$ cat src/rtl/plob_pkg.sv
// Shared constants, codes and controller/datapath signal bundles for the
// price level order book. No dependencies.
`default_nettype none

package plob_pkg;

   localparam int unsigned PRICE_LEVELS = 4096;
   localparam int unsigned PRICE_W      = 12;
   localparam int unsigned KIND_W       = 2;
   localparam int unsigned AMOUNT_W     = 24;
   localparam int unsigned POS_W        = 20;
   localparam int unsigned COST_W       = 36;
   localparam int unsigned ORD_W        = 16;
   localparam int unsigned STATUS_W     = 2;
   localparam int unsigned MUL_W        = 32;
   localparam int unsigned DIV_SHIFT    = 20;

   localparam int unsigned DEF_BUCKET_FANOUT = 16;
   localparam int unsigned DEF_LEVEL_DEPTH   = 256;

   localparam logic [ORD_W-1:0] ORD_MAX = 16'hFFFF;

   localparam logic [KIND_W-1:0] KIND_ADD    = 2'd0;
   localparam logic [KIND_W-1:0] KIND_CANCEL = 2'd1;
   localparam logic [KIND_W-1:0] KIND_EXEC   = 2'd2;

   localparam logic [STATUS_W-1:0] STAT_OK      = 2'd0;
   localparam logic [STATUS_W-1:0] STAT_FULL    = 2'd1;
   localparam logic [STATUS_W-1:0] STAT_RANGE   = 2'd2;
   localparam logic [STATUS_W-1:0] STAT_EXHAUST = 2'd3;

   typedef struct packed {
      logic clr;
      logic take;
      logic disp;
      logic add1;
      logic add2;
      logic add3;
      logic add4;
      logic crd;
      logic ccmp;
      logic mrd;
      logic mcmp;
      logic lrd;
      logic lcmp;
      logic cnrd;
      logic cnwr;
      logic cnupd;
      logic exrd;
      logic excalc;
      logic fin;
   } plob_cmd_type;

   typedef struct packed {
      logic              clr_last;
      logic [KIND_W-1:0] kind;
      logic              lvl_full;
      logic              pos_oob;
      logic              amt_zero;
      logic              tot_zero;
      logic              c_hit;
      logic              m_hit;
      logic              l_hit;
      logic              cn_more;
      logic              ex_keep;
      logic              ex_rem_zero;
      logic              tot_one;
      logic              n_one;
      logic              midv_one;
      logic              crsv_one;
      logic              out_busy;
   } plob_stat_type;

   function automatic int unsigned width_of(input int unsigned n);
      return (n > 1) ? $clog2(n) : 1;
   endfunction

endpackage

`default_nettype wire

$ cat src/rtl/plob_ctrl.sv
// Sequencing state machine of the order book: clearing pass, add, cancel
// search and shift, execute walk. Depends on plob_pkg.
`default_nettype none

module plob_ctrl import plob_pkg::*; (
   input  logic          clock,
   input  logic          reset,
   input  logic          req_valid,
   output logic          req_ready,
   output plob_cmd_type  cmd,
   input  plob_stat_type stat
);

   localparam logic [4:0] S_CLR    = 5'd0;
   localparam logic [4:0] S_IDLE   = 5'd1;
   localparam logic [4:0] S_DISP   = 5'd2;
   localparam logic [4:0] S_ADD1   = 5'd3;
   localparam logic [4:0] S_ADD2   = 5'd4;
   localparam logic [4:0] S_ADD3   = 5'd5;
   localparam logic [4:0] S_ADD4   = 5'd6;
   localparam logic [4:0] S_CRD    = 5'd7;
   localparam logic [4:0] S_CCMP   = 5'd8;
   localparam logic [4:0] S_MRD    = 5'd9;
   localparam logic [4:0] S_MCMP   = 5'd10;
   localparam logic [4:0] S_LRD    = 5'd11;
   localparam logic [4:0] S_LCMP   = 5'd12;
   localparam logic [4:0] S_CNRD   = 5'd13;
   localparam logic [4:0] S_CNWR   = 5'd14;
   localparam logic [4:0] S_CNUPD  = 5'd15;
   localparam logic [4:0] S_EXRD   = 5'd16;
   localparam logic [4:0] S_EXCALC = 5'd17;
   localparam logic [4:0] S_FIN    = 5'd18;

   logic [4:0] state_ff;
   logic [4:0] state_in;

   always_comb begin
      state_in = state_ff;
      case (state_ff)
         S_CLR: begin
            if (stat.clr_last) state_in = S_IDLE;
         end
         S_IDLE: begin
            if (req_valid) state_in = S_DISP;
         end
         S_DISP: begin
            case (stat.kind)
               KIND_ADD: state_in = S_ADD1;
               KIND_CANCEL: begin
                  state_in = stat.pos_oob ? S_FIN : S_CRD;
               end
               KIND_EXEC: begin
                  state_in = (stat.amt_zero || stat.tot_zero) ? S_FIN : S_CRD;
               end
               default: state_in = S_FIN;
            endcase
         end
         S_ADD1: state_in = S_ADD2;
         S_ADD2: begin
            state_in = stat.lvl_full ? S_FIN : S_ADD3;
         end
         S_ADD3: state_in = S_ADD4;
         S_ADD4: state_in = S_FIN;
         S_CRD: state_in = S_CCMP;
         S_CCMP: begin
            state_in = stat.c_hit ? S_MRD : S_CRD;
         end
         S_MRD: state_in = S_MCMP;
         S_MCMP: begin
            state_in = stat.m_hit ? S_LRD : S_MRD;
         end
         S_LRD: state_in = S_LCMP;
         S_LCMP: begin
            if (!stat.l_hit) begin
               state_in = S_LRD;
            end else if (stat.kind == KIND_CANCEL) begin
               state_in = S_CNRD;
            end else begin
               state_in = S_EXRD;
            end
         end
         S_CNRD: begin
            state_in = stat.cn_more ? S_CNWR : S_CNUPD;
         end
         S_CNWR: state_in = S_CNRD;
         S_CNUPD: state_in = S_FIN;
         S_EXRD: state_in = S_EXCALC;
         S_EXCALC: begin
            if (stat.ex_keep || stat.ex_rem_zero || stat.tot_one) begin
               state_in = S_FIN;
            end else if (!stat.n_one) begin
               state_in = S_EXRD;
            end else if (!stat.midv_one) begin
               state_in = S_LRD;
            end else if (!stat.crsv_one) begin
               state_in = S_MRD;
            end else begin
               state_in = S_CRD;
            end
         end
         S_FIN: begin
            if (!stat.out_busy) state_in = S_IDLE;
         end
         default: state_in = S_IDLE;
      endcase
   end

   always_ff @(posedge clock) begin
      if (reset) begin
         state_ff <= S_CLR;
      end else begin
         state_ff <= state_in;
      end
   end

   assign req_ready = (state_ff == S_IDLE);

   always_comb begin
      cmd        = '0;
      cmd.clr    = (state_ff == S_CLR);
      cmd.take   = (state_ff == S_IDLE) && req_valid;
      cmd.disp   = (state_ff == S_DISP);
      cmd.add1   = (state_ff == S_ADD1);
      cmd.add2   = (state_ff == S_ADD2);
      cmd.add3   = (state_ff == S_ADD3);
      cmd.add4   = (state_ff == S_ADD4);
      cmd.crd    = (state_ff == S_CRD);
      cmd.ccmp   = (state_ff == S_CCMP);
      cmd.mrd    = (state_ff == S_MRD);
      cmd.mcmp   = (state_ff == S_MCMP);
      cmd.lrd    = (state_ff == S_LRD);
      cmd.lcmp   = (state_ff == S_LCMP);
      cmd.cnrd   = (state_ff == S_CNRD);
      cmd.cnwr   = (state_ff == S_CNWR);
      cmd.cnupd  = (state_ff == S_CNUPD);
      cmd.exrd   = (state_ff == S_EXRD);
      cmd.excalc = (state_ff == S_EXCALC);
      cmd.fin    = (state_ff == S_FIN) && !stat.out_busy;
   end

endmodule

`default_nettype wire

$ cat config.mk
export PLATFORM = sky130hd
export DESIGN_NAME = plob_ctrl
export DESIGN_NICKNAME = d
export VERILOG_FILES = /design/src/rtl/plob_pkg.sv /design/src/rtl/plob_ctrl.sv
export SDC_FILE = /design/constraint.sdc
export NUM_CORES = 1
export LEC_CHECK = 0
export BUFFER_PORTS_ARGS = -buffer_cell sky130_fd_sc_hd__buf_2
export CAP_MARGIN = 20
export CORE_ASPECT_RATIO = 1.1
export CORE_UTILIZATION = 35
export CTS_CLUSTER_DIAMETER = 50
export CTS_CLUSTER_SIZE = 8
export DETAILED_ROUTE_END_ITERATION = 10
export SLEW_MARGIN = 20
export SYNTH_ARGS = -nofsm -noshare
export SYNTH_HDL_FRONTEND = slang
export SYNTH_SLANG_ARGS = --single-unit
$ cat constraint.sdc
create_clock -name clock -period 1.75 [get_ports clock]
set_input_delay 0.175 -clock clock [delete_from_list [all_inputs] [get_ports clock]]
set_output_delay 0.175 -clock clock [all_outputs]
set_load 0.02 [all_outputs]
# Yosys cells after proc, flatten, opt, wreduce, memory -nomap -nowiden
# Cells that the tools add are included.
word_totals:
  inputBits: 21
  output_inout_bits: 20
  reg_bits: 5
  word_cells: 51
classes:
  n_reduce_logical: 10
  mux: 17
  eq_ne: 23
op_table:
  columns: ["cell", "count"]
  rows:
  - ["case mux 5 bit (18 select lines)", 1]
  - ["2-to-1 mux 5 bit", 10]
  - ["equality test 5 x 4 -> 1 bit, second input constant", 8]
  - ["equality test 5 x 3 -> 1 bit, second input constant", 4]
  - ["equality test 5 bit, second input constant", 3]
  - ["case mux 5 bit (3 select lines)", 1]
  - ["2-to-1 mux 4 bit", 3]
  - ["equality test 5 x 2 -> 1 bit, second input constant", 2]
  - ["equality test 5 x 1 -> 1 bit, second input constant", 1]
  - ["logical NOT 5 bit", 1]
  - ["inequality test 2 bit, second input constant", 2]
  - ["logical OR 1 bit", 3]
  - ["AND reduction 3 bit", 1]
  - ["equality test 2 x 1 -> 1 bit, second input constant", 1]
  - ["equality test 2 bit, second input constant", 1]
  - ["logical AND 1 bit", 2]
  - ["logical NOT 2 bit", 1]
  - ["2-to-1 mux 2 bit", 1]
  - ["inequality test 2 x 1 -> 1 bit, second input constant", 1]
  - ["OR reduction 2 bit", 1]
  - ["logical NOT 1 bit", 1]
  - ["2-to-1 mux 1 bit", 1]

# Depth between registers and ports, before layout
# Gate-level depths: netlist (run 1).
depth:
  word_depth: 5
  depth_mapped: 6
  ltp_nobuf: 4

# Worst setup path before layout (run 1)
# Ideal clock, no wire load.
synth_timing:
  kind: "register -> register"
  from: "register state_ff[2]"
  to: "register state_ff[1]"
  arrival_time_ps: 1525
  path_slack_ps: 135
  t_required_ps: 1659
  stages_incl_launch_ff: 7
  path_cell_list: "dfxtp_1 > buf_6 > or2_1 > buf_2 > nor3_2 > o41ai_1 > a311oi_1"
synth_rtl:
  columns: ["item", "line_no", "source"]
  rows:
  - ["from (decl)", "plob_ctrl.sv:34", "logic [4:0] state_ff;"]
  - ["from (signal assigned)", "plob_ctrl.sv:112", "state_ff <= state_in;"]

==> results.toml, run 1 <==
[power]
p_total_mw = 0.657
p_int_mw = 0.371
swShare_pct = 43.5
seqPwrFrac_pct = 24.3
p_sw_mw = 0.286
pwr-share-comb_pct = 53.6
ir_worst_vdd_mv = 0.379
clkPwrFrac_pct = 22.0
power.density_mw_per_mm2 = 581
leakage_nw = 0.495

[sta]
setup_violations = 0
worstMarginPinSlew_ps = 405
fmax_mhz = 601
min_period_over_period_pct = 95.2
slew_headroom_pct = 72.6
rsz0062_at_grt = "no"
worst_slack_ps = 84.8
fin_crit_ps = 1670
fin_hold_ws_ps = 169
fin_skew_ps = 1.05
tns_ps = 0
slew_violations = 0
finalHoldViolCount = 0

[critical_path]
r2r_start = "state_ff[3]"
critPathLaunch = "state_ff[1]"
r2r_setup_slack_ps = 160
cp.arrival_ps = 1490
criticalPathCategory = "reg -> out"
r2r_cells = 4
cp-start-kind = "flip-flop"
cp_data_required_time_ps = 1570
worstSetupEndpointType = "primary output"
crit_end = "cmd[4]"
path_max_fanout = 12
reg2reg_to = "state_ff[2]"

[synthesis]
synth_commonest_cells = "21 x nor2_1, 8 x o21ai_0, 7 x a21oi_1"
synth_cell_types = 48
synth.top_cells.by_area = "dfxtp_1 12%, nor2_1 9.5%, o21ai_0 4.8%, a21oi_1 4.2%, buf_6 4.1%"
synth_edf_count = 0
synth_seq_cells = 5
synthAdderAreaFrac_pct = 0
synth_top_area_share_pct = 12.0
yosysTopAreaCell = "dfxtp_1"
postSynthAreaPerCell_um2 = 6.65
synthMuxAreaShare_pct = 2.56
synth.most_common_cell = "nor2_1"
postSynth.asyncResetShare_pct = 0
synth_ff_type = "dfxtp_1"
synth_simple_gate_area_share_pct = 45.9
syn_area_um2 = 831
ys_warn_count = 0
synth_fp_nets = 146
synth_top_family_by_area = "simple AND/OR/NAND/NOR gates"
yosysSeqAreaShare_pct = 12.0
netlist_instances = 125
synth_xor_area_share_pct = 1.05
synth_compound_area_share_pct = 27.1

[final_layout]
stdcell_count = 197
fillCellCount = 237
largest_reg_flops = 5
finish.net_count = 189
top_regs = "state_ff (5)"
post-route-util_pct = 50.2
antennaDiodeCount = 0
area_delta_synth_final_pct = 36.1
multi_input_area_um2 = 666
top_register = "state_ff"
seq_area_um2 = 108
design_area_mm2 = 0.00113
drive_above_1_share_pct = 40.7

[run_status]
status = "completed"

[drt]
num_vias = 1084
drc = 0
drt-initial-drc-count = 25
dr.pass1.iters = 4
antenna_left = 0
routed_wl_um = 2660
vias_per_cell = 5.50
post_drt_wl_per_cell_um = 13.5

[clocking]
clockBufferDepth = 2
cts_hold_buf = 0
cts_setup_buffers = 0
cts_max_level = 1
cts_tree = "done"
cts_root_buffer = "clkbuf_4"
numCtsBuffers = 3
clock_sinks = 5
clk_pin_slew_ps = 50
insertion_delay_ps = 250

[floorplanning]
std_cell_rows = 18
fp.dieW_um = 48.5
start_util_pct = 36.9
die_area_mm2 = 0.00257
die_height_um = 53.1
core_area_mm2 = 0.00225
boundaryPins = 41

[placed_design]
placed_cell_area_mm2 = 0.00107
gp_congestion = 0.938
hpwlAfterDp_um = 2070
numPortBuffers = 40
dp_cells = 193
dp_slack_ps = 148

[hold_path]
hold_path_class = "in -> reg"

[grt]
grt_pass1_wl_um = 4040
grt_max_degree = 15
overflow = 0
first_global_vias = 861
antenna_found_initial = 0
gr-usage-all-layers_pct = 21.1

[flow_run]
maxCapViolations = 0
## logic make-up after synthesis
logic type | after synthesis
buf+inv | 17
simple gates | 67
compound gates | 33
flops | 5
mux | 2
xor+xnor | 1
## worst max-delay path: stages, from the launching register on
cell and delay (ps):
dfxtp_4 410, or3b_1 400, buf_4 170, nor2_1 100
buf_2 160
## repair_timing
item                       CTS  global route
setup endpoints to repair    6             9
cloned                       0             0
gates resized for setup      4             7
## power groups by stage
stage / logic [mW] / clock network (mW) / registers (mW)
final: 0.352 / 0.145 / 0.160
after global routing: 0.385 / 0.153 / 0.161
after CTS: 0.330 / 0.148 / 0.157
after detailed placement: 0.327 / 0 / 0.157
after global placement: 0.325 / 0 / 0.156
after floorplan: 0.250 / 0 / 0.136
## layout make-up
class	count	share of cell area, %
Multi-Input combinational cell	103	58.8
Timing Repair Buffer	50	24.3
Sequential cell	5	9.51
Tap cell	30	3.32
Clock buffer	4	2.32
Inverter	5	1.66
## how the worst min path moves through the flow
stage	start	endpoint	cells after the start
3_5_place_dp	reset	state_ff[2]	2
4_1_cts	reset	state_ff[2]	2
2_1_floorplan	reset	state_ff[2]	1
5_1_grt	reset	state_ff[2]	2
6_report	reset	state_ff[2]	2
3_3_place_gp	reset	state_ff[2]	2
## routing by layer
layer	GRT usage (%)	up-vias	wire, um
li1	-	540	-
met1	26.4	505	1170
met2	32.6	32	1270
met3	7.18	7	159
met4	9.31	0	55
met5	0	-	0
## layout by cell type (no fill, tap or decap), types with 2 or more instances in the layout
cell	count
a21boi_0	2
a21oi_1	7
a311oi_1	2
a31oi_1	3
and2_1	2
buf_2	40
buf_4	10
clkbuf_4	3
dfxtp_2	3
inv_1	5
nand2_1	5
nand2b_1	4
nand3_1	5
nor2_1	20
nor2_2	2
nor2b_1	4
nor3_1	3
nor3_2	2
nor4b_1	2
o21ai_0	8
or3b_1	2
Note: power is estimated with default switching activity, not from simulation.
==> run 2, diff against run 1 <==
CORE_UTILIZATION = 45   (was 35)
PLACE_DENSITY = 0.79   (was default)
==> run 2 against run 1 <==
Against the previous run: power up 1.6%; first-iteration DRC count up 100%; hold slack worse by 14 ps; worst setup slack worse by 33 ps; largest cell class unchanged.
==> results.toml, run 2 (same netlist as run 1, synthesis figures left out) <==
[clocking]
cts_setup_buffers = 0
cts_tree = "done"
clk_pin_slew_ps = 50
clockBufferDepth = 2
clock_sinks = 5
cts_root_buffer = "clkbuf_4"
insertion_delay_ps = 250
cts_hold_buf = 0
numCtsBuffers = 3
cts_max_level = 1

[grt]
overflow = 0
grt_pass1_wl_um = 3960
grt_max_degree = 16
first_global_vias = 829
gr-usage-all-layers_pct = 25.9
antenna_found_initial = 0

[sta]
rsz0062_at_grt = "no"
slew_violations = 0
worstMarginPinSlew_ps = 400
slew_headroom_pct = 73.0
min_period_over_period_pct = 97.1
finalHoldViolCount = 0
tns_ps = 0
worst_slack_ps = 51.3
fin_crit_ps = 1700
fmax_mhz = 589
setup_violations = 0
fin_skew_ps = 7.30

[power]
leakage_nw = 0.495
ir_worst_vdd_mv = 0.394
power.density_mw_per_mm2 = 598

[floorplanning]
core_area_mm2 = 0.00165
std_cell_rows = 15
die_height_um = 47.1
start_util_pct = 50.3
fp.dieW_um = 43.0
die_area_mm2 = 0.00202
boundaryPins = 41

[critical_path]
crit_chain = "buf_4 > nand2b_2 > nand2b_4 > nor2_4 > and2_1 > buf_4"
cp_num_buf_inv = 2
criticalPathCategory = "reg -> out"
r2r_setup_slack_ps = 170
cp-start-kind = "flip-flop"
cp_data_required_time_ps = 1570
crit_top_cell = "buf_4"
critPathTopFamily = "simple AND/OR/NAND/NOR gates"
cp.arrival_ps = 1520
worstSetupEndpointType = "primary output"
cp_slowest_stage_delay_ps = 350
path_max_fanout = 8
slowest_stage = "dfxtp_2"

[flow_run]
maxCapViolations = 0

[final_layout]
top_register = "state_ff"
layout_commonest_cell = "buf_2"
finish.net_count = 189
area_delta_synth_final_pct = 34.3
fillCellCount = 138
mostFrequentLayoutCells = "39 x buf_2, 20 x nor2_1, 11 x buf_4"
antennaDiodeCount = 0
largest_reg_flops = 5
design_area_mm2 = 0.00112
drive_above_1_share_pct = 40.1
top_regs = "state_ff (5)"
multi_input_area_um2 = 668
seq_area_um2 = 104

[drt]
drc = 0
wl_met2_um = 1190
dr.pass1.iters = 4
drt-initial-drc-count = 50
vias_per_cell = 5.97
wl_met3_um = 165
num_vias = 1098
post_drt_wl_per_cell_um = 14.0
antenna_left = 0
drt-met1-wl_um = 1180
routed_wl_um = 2580
top_layer_used = "met4"

[placed_design]
hpwlAfterDp_um = 2010
gp_congestion = 0.928
placed_cell_area_mm2 = 0.00105
numPortBuffers = 40
dp_slack_ps = 161

[run_status]
status = "completed"

[hold_path]
hold_path_class = "in -> reg"
[run 2: cell counts in the layout (fill, tap and decap cells not counted)]
Identical to the previous run, type by type.
[run 2: metrics by stage]
step / hold slack (ps) / utilization [%] / power, mW / std cells
finish: 155 / 67.6 / 0.668 / 184
global route: 169 / 67.6 / 0.704 / 184
CTS: 153 / 66.0 / 0.636 / 184
detailed placement: 415 / 63.7 / 0.481 / 180
global placement: 423 / 63.7 / 0.477 / 180
floorplan: 238 / - / 0.386 / 125
[run 2: worst register-to-register path, stage by stage, from the launching register on]
cell	delay, ps
dfxtp_2	350
buf_4	160
or3_1	340
a2111o_1	380
and2_4	170
a41oi_2	110
[run 2: final cells by class]
class	instances	share of cell area [%]
flip-flops and latches	5	9.30
repair buffers	50	24.9
clock buffers	4	2.35
multi-input cells	103	59.9
well taps	17	1.91
inverters	5	1.68
[run 2: path summary, 6_finish.rpt]
check	startpoint	end	cells past startpoint
setup reg to reg	state_ff[1]	state_ff[2]	5
hold / removal	reset	state_ff[3]	2
hold reg to reg	state_ff[1]	state_ff[4]	3
setup / recovery	state_ff[1]	cmd[17]	6
[run 2: what timing repair did]
action,4_1_cts,5_1_grt
gates resized for setup,3,8
endpoints found under the hold margin,0,0
setup endpoints to repair,2,4
[run 2: power by group]
part | switching (mW) | leakage [nW] | internal [mW] | total (mW)
clock | 0.0590 | 0.0150 | 0.0870 | 0.146
sequential | 0.0241 | 0.0422 | 0.127 | 0.151
combinational | 0.210 | 0.438 | 0.161 | 0.371
[run 2: per-layer routing]
metal	track usage, %	up-vias
met3	5.77	6
met4	5.45	0
met5	0	-
li1	-	540
met1	38.4	509
met2	38.5	43
==> run 3, diff against run 2 <==
MAX_ROUTING_LAYER = met4   (was default)
==> run 3 against run 2 <==
Against the previous run: clock skew decreased by 7.0 ps; first-iteration DRC count is 74% higher; count of clock-buffer cells in the layout did not move; die area is the same; critical endpoint unchanged; largest cell class unchanged.
==> results.toml, run 3 (same netlist as run 1, synthesis figures left out) <==
[clocking]
cts_tree = "done"
cts_hold_buf = 0
cts_root_buffer = "clkbuf_4"
cts_max_level = 1
clock_sinks = 5
clk_pin_slew_ps = 40
insertion_delay_ps = 250
cts_setup_buffers = 0
numCtsBuffers = 3
clockBufferDepth = 2

[final_layout]
top_regs = "state_ff (5)"
antennaDiodeCount = 0
largest_reg_flops = 5
fillCellCount = 152
finish.net_count = 187
area_delta_synth_final_pct = 32.2
design_area_mm2 = 0.00110
layout_commonest_cell = "buf_2"
top_register = "state_ff"
drive_above_1_share_pct = 38.2
mostFrequentLayoutCells = "39 x buf_2, 20 x nor2_1, 8 x o21ai_0, 8 x buf_4, 7 x a21oi_1"

[placed_design]
numPortBuffers = 40
dp_slack_ps = 167
placed_cell_area_mm2 = 0.00105
hpwlAfterDp_um = 2110
gp_congestion = 0.978

[sta]
worst_slack_ps = 13.1
rsz0062_at_grt = "yes"
slew_violations = 0
worstMarginPinSlew_ps = 414
fin_skew_ps = 0.344
finalHoldViolCount = 0
fin_crit_ps = 1740
fmax_mhz = 576
setup_violations = 0
min_period_over_period_pct = 99.2
slew_headroom_pct = 72.4

[hold_path]
min_to = "state_ff[2]"
hold_path_class = "in -> reg"
worstHoldPathCells = 2
hold_path_startpoint = "reset"

[critical_path]
crit_chain = "buf_12 > nand2b_1 > nand2b_4 > nor2_2 > and2_1 > buf_4"
path_max_fanout = 19
cp_data_required_time_ps = 1570
cp-start-kind = "flip-flop"
r2r_start = "state_ff[1]"
r2r_cells = 5
cp.arrival_ps = 1560
reg2reg_to = "state_ff[2]"
criticalPathCategory = "reg -> out"
worstSetupEndpointType = "primary output"
cp_slowest_stage_delay_ps = 340
r2r_setup_slack_ps = 170
slowest_stage = "dfxtp_2"

[grt]
gr-usage-all-layers_pct = 28.1
overflow = 0
grt_pass1_wl_um = 4190
antenna_found_initial = 0
grt_max_degree = 20
first_global_vias = 951

[power]
ir_worst_vdd_mv = 0.431
power.density_mw_per_mm2 = 596
p_total_mw = 0.655
leakage_nw = 0.485

[drt]
vias_per_cell = 6.24
drt-initial-drc-count = 87
num_vias = 1135
drc = 0
post_drt_wl_per_cell_um = 15.1
antenna_left = 0
dr.pass1.iters = 4
routed_wl_um = 2750

[floorplanning]
start_util_pct = 50.3
core_area_mm2 = 0.00165
die_area_mm2 = 0.00202
die_height_um = 47.1
fp.dieW_um = 43.0
boundaryPins = 41
std_cell_rows = 15

[flow_run]
maxCapViolations = 0

[run_status]
status = "completed"
-- run 3: what timing repair did --
action                     CTS  global route
cloned                       0             0
hold endpoints to repair     0             0
gates resized for setup      3             4
setup endpoints to repair    2             3
-- run 3: area by class of cell --
cell class	instances	area, um2	share of cell area [%]
clock buffer	4	26.3	2.39
inverter	5	18.8	1.71
multi-input combinational	103	654	59.6
sequential	5	103	9.34
tap	17	21.3	1.94
timing repair buffer	48	275	25.1
-- run 3: stage by stage --
step / hold slack, ps / instances / TNS, ps / util [%]
floorplan: 238 / 125 / 0 / -
global placement: 427 / 178 / 0 / 63.6
detailed placement: 431 / 178 / 0 / 63.6
CTS: 175 / 182 / 0 / 65.9
global route: 177 / 182 / -51.1 / 66.5
finish: 179 / 182 / 0 / 66.5
-- run 3: worst max-delay path: cells and delay by family (launching register included) --
family	cells	cell delay, ps
buffers and inverters	2	300
flip-flops	1	340
AND/OR/NAND/NOR	4	680
-- run 3: layer usage --
layer  vias to the layer above  part of all wire [%]  global-route usage [%]
met3                         7                   7.7                    3.85
met5                         -                     0                       -
met2                        66                    50                    46.7
met1                       531                    40                    35.1
li1                        531                     -                       -
met4                         0                   1.7                    10.9
-- run 3: report_power, final --
part / total, mW / internal (mW) / switching, mW
clock network: 0.137 / 0.0864 / 0.0508
registers: 0.152 / 0.126 / 0.0254
logic: 0.366 / 0.157 / 0.208
total: 0.655 / 0.370 / 0.285
-- run 3: worst max path at each step --
stage,start,to,slack (ps),depth (start not counted)
floorplan,state_ff[2],state_ff[1],130,6
detailed placement,state_ff[1],state_ff[2],170,5
CTS,state_ff[1],cmd[17],20,6
global placement,state_ff[2],state_ff[1],180,4
finish,state_ff[1],cmd[17],10,6
global route,state_ff[2],cmd[1],-30,3
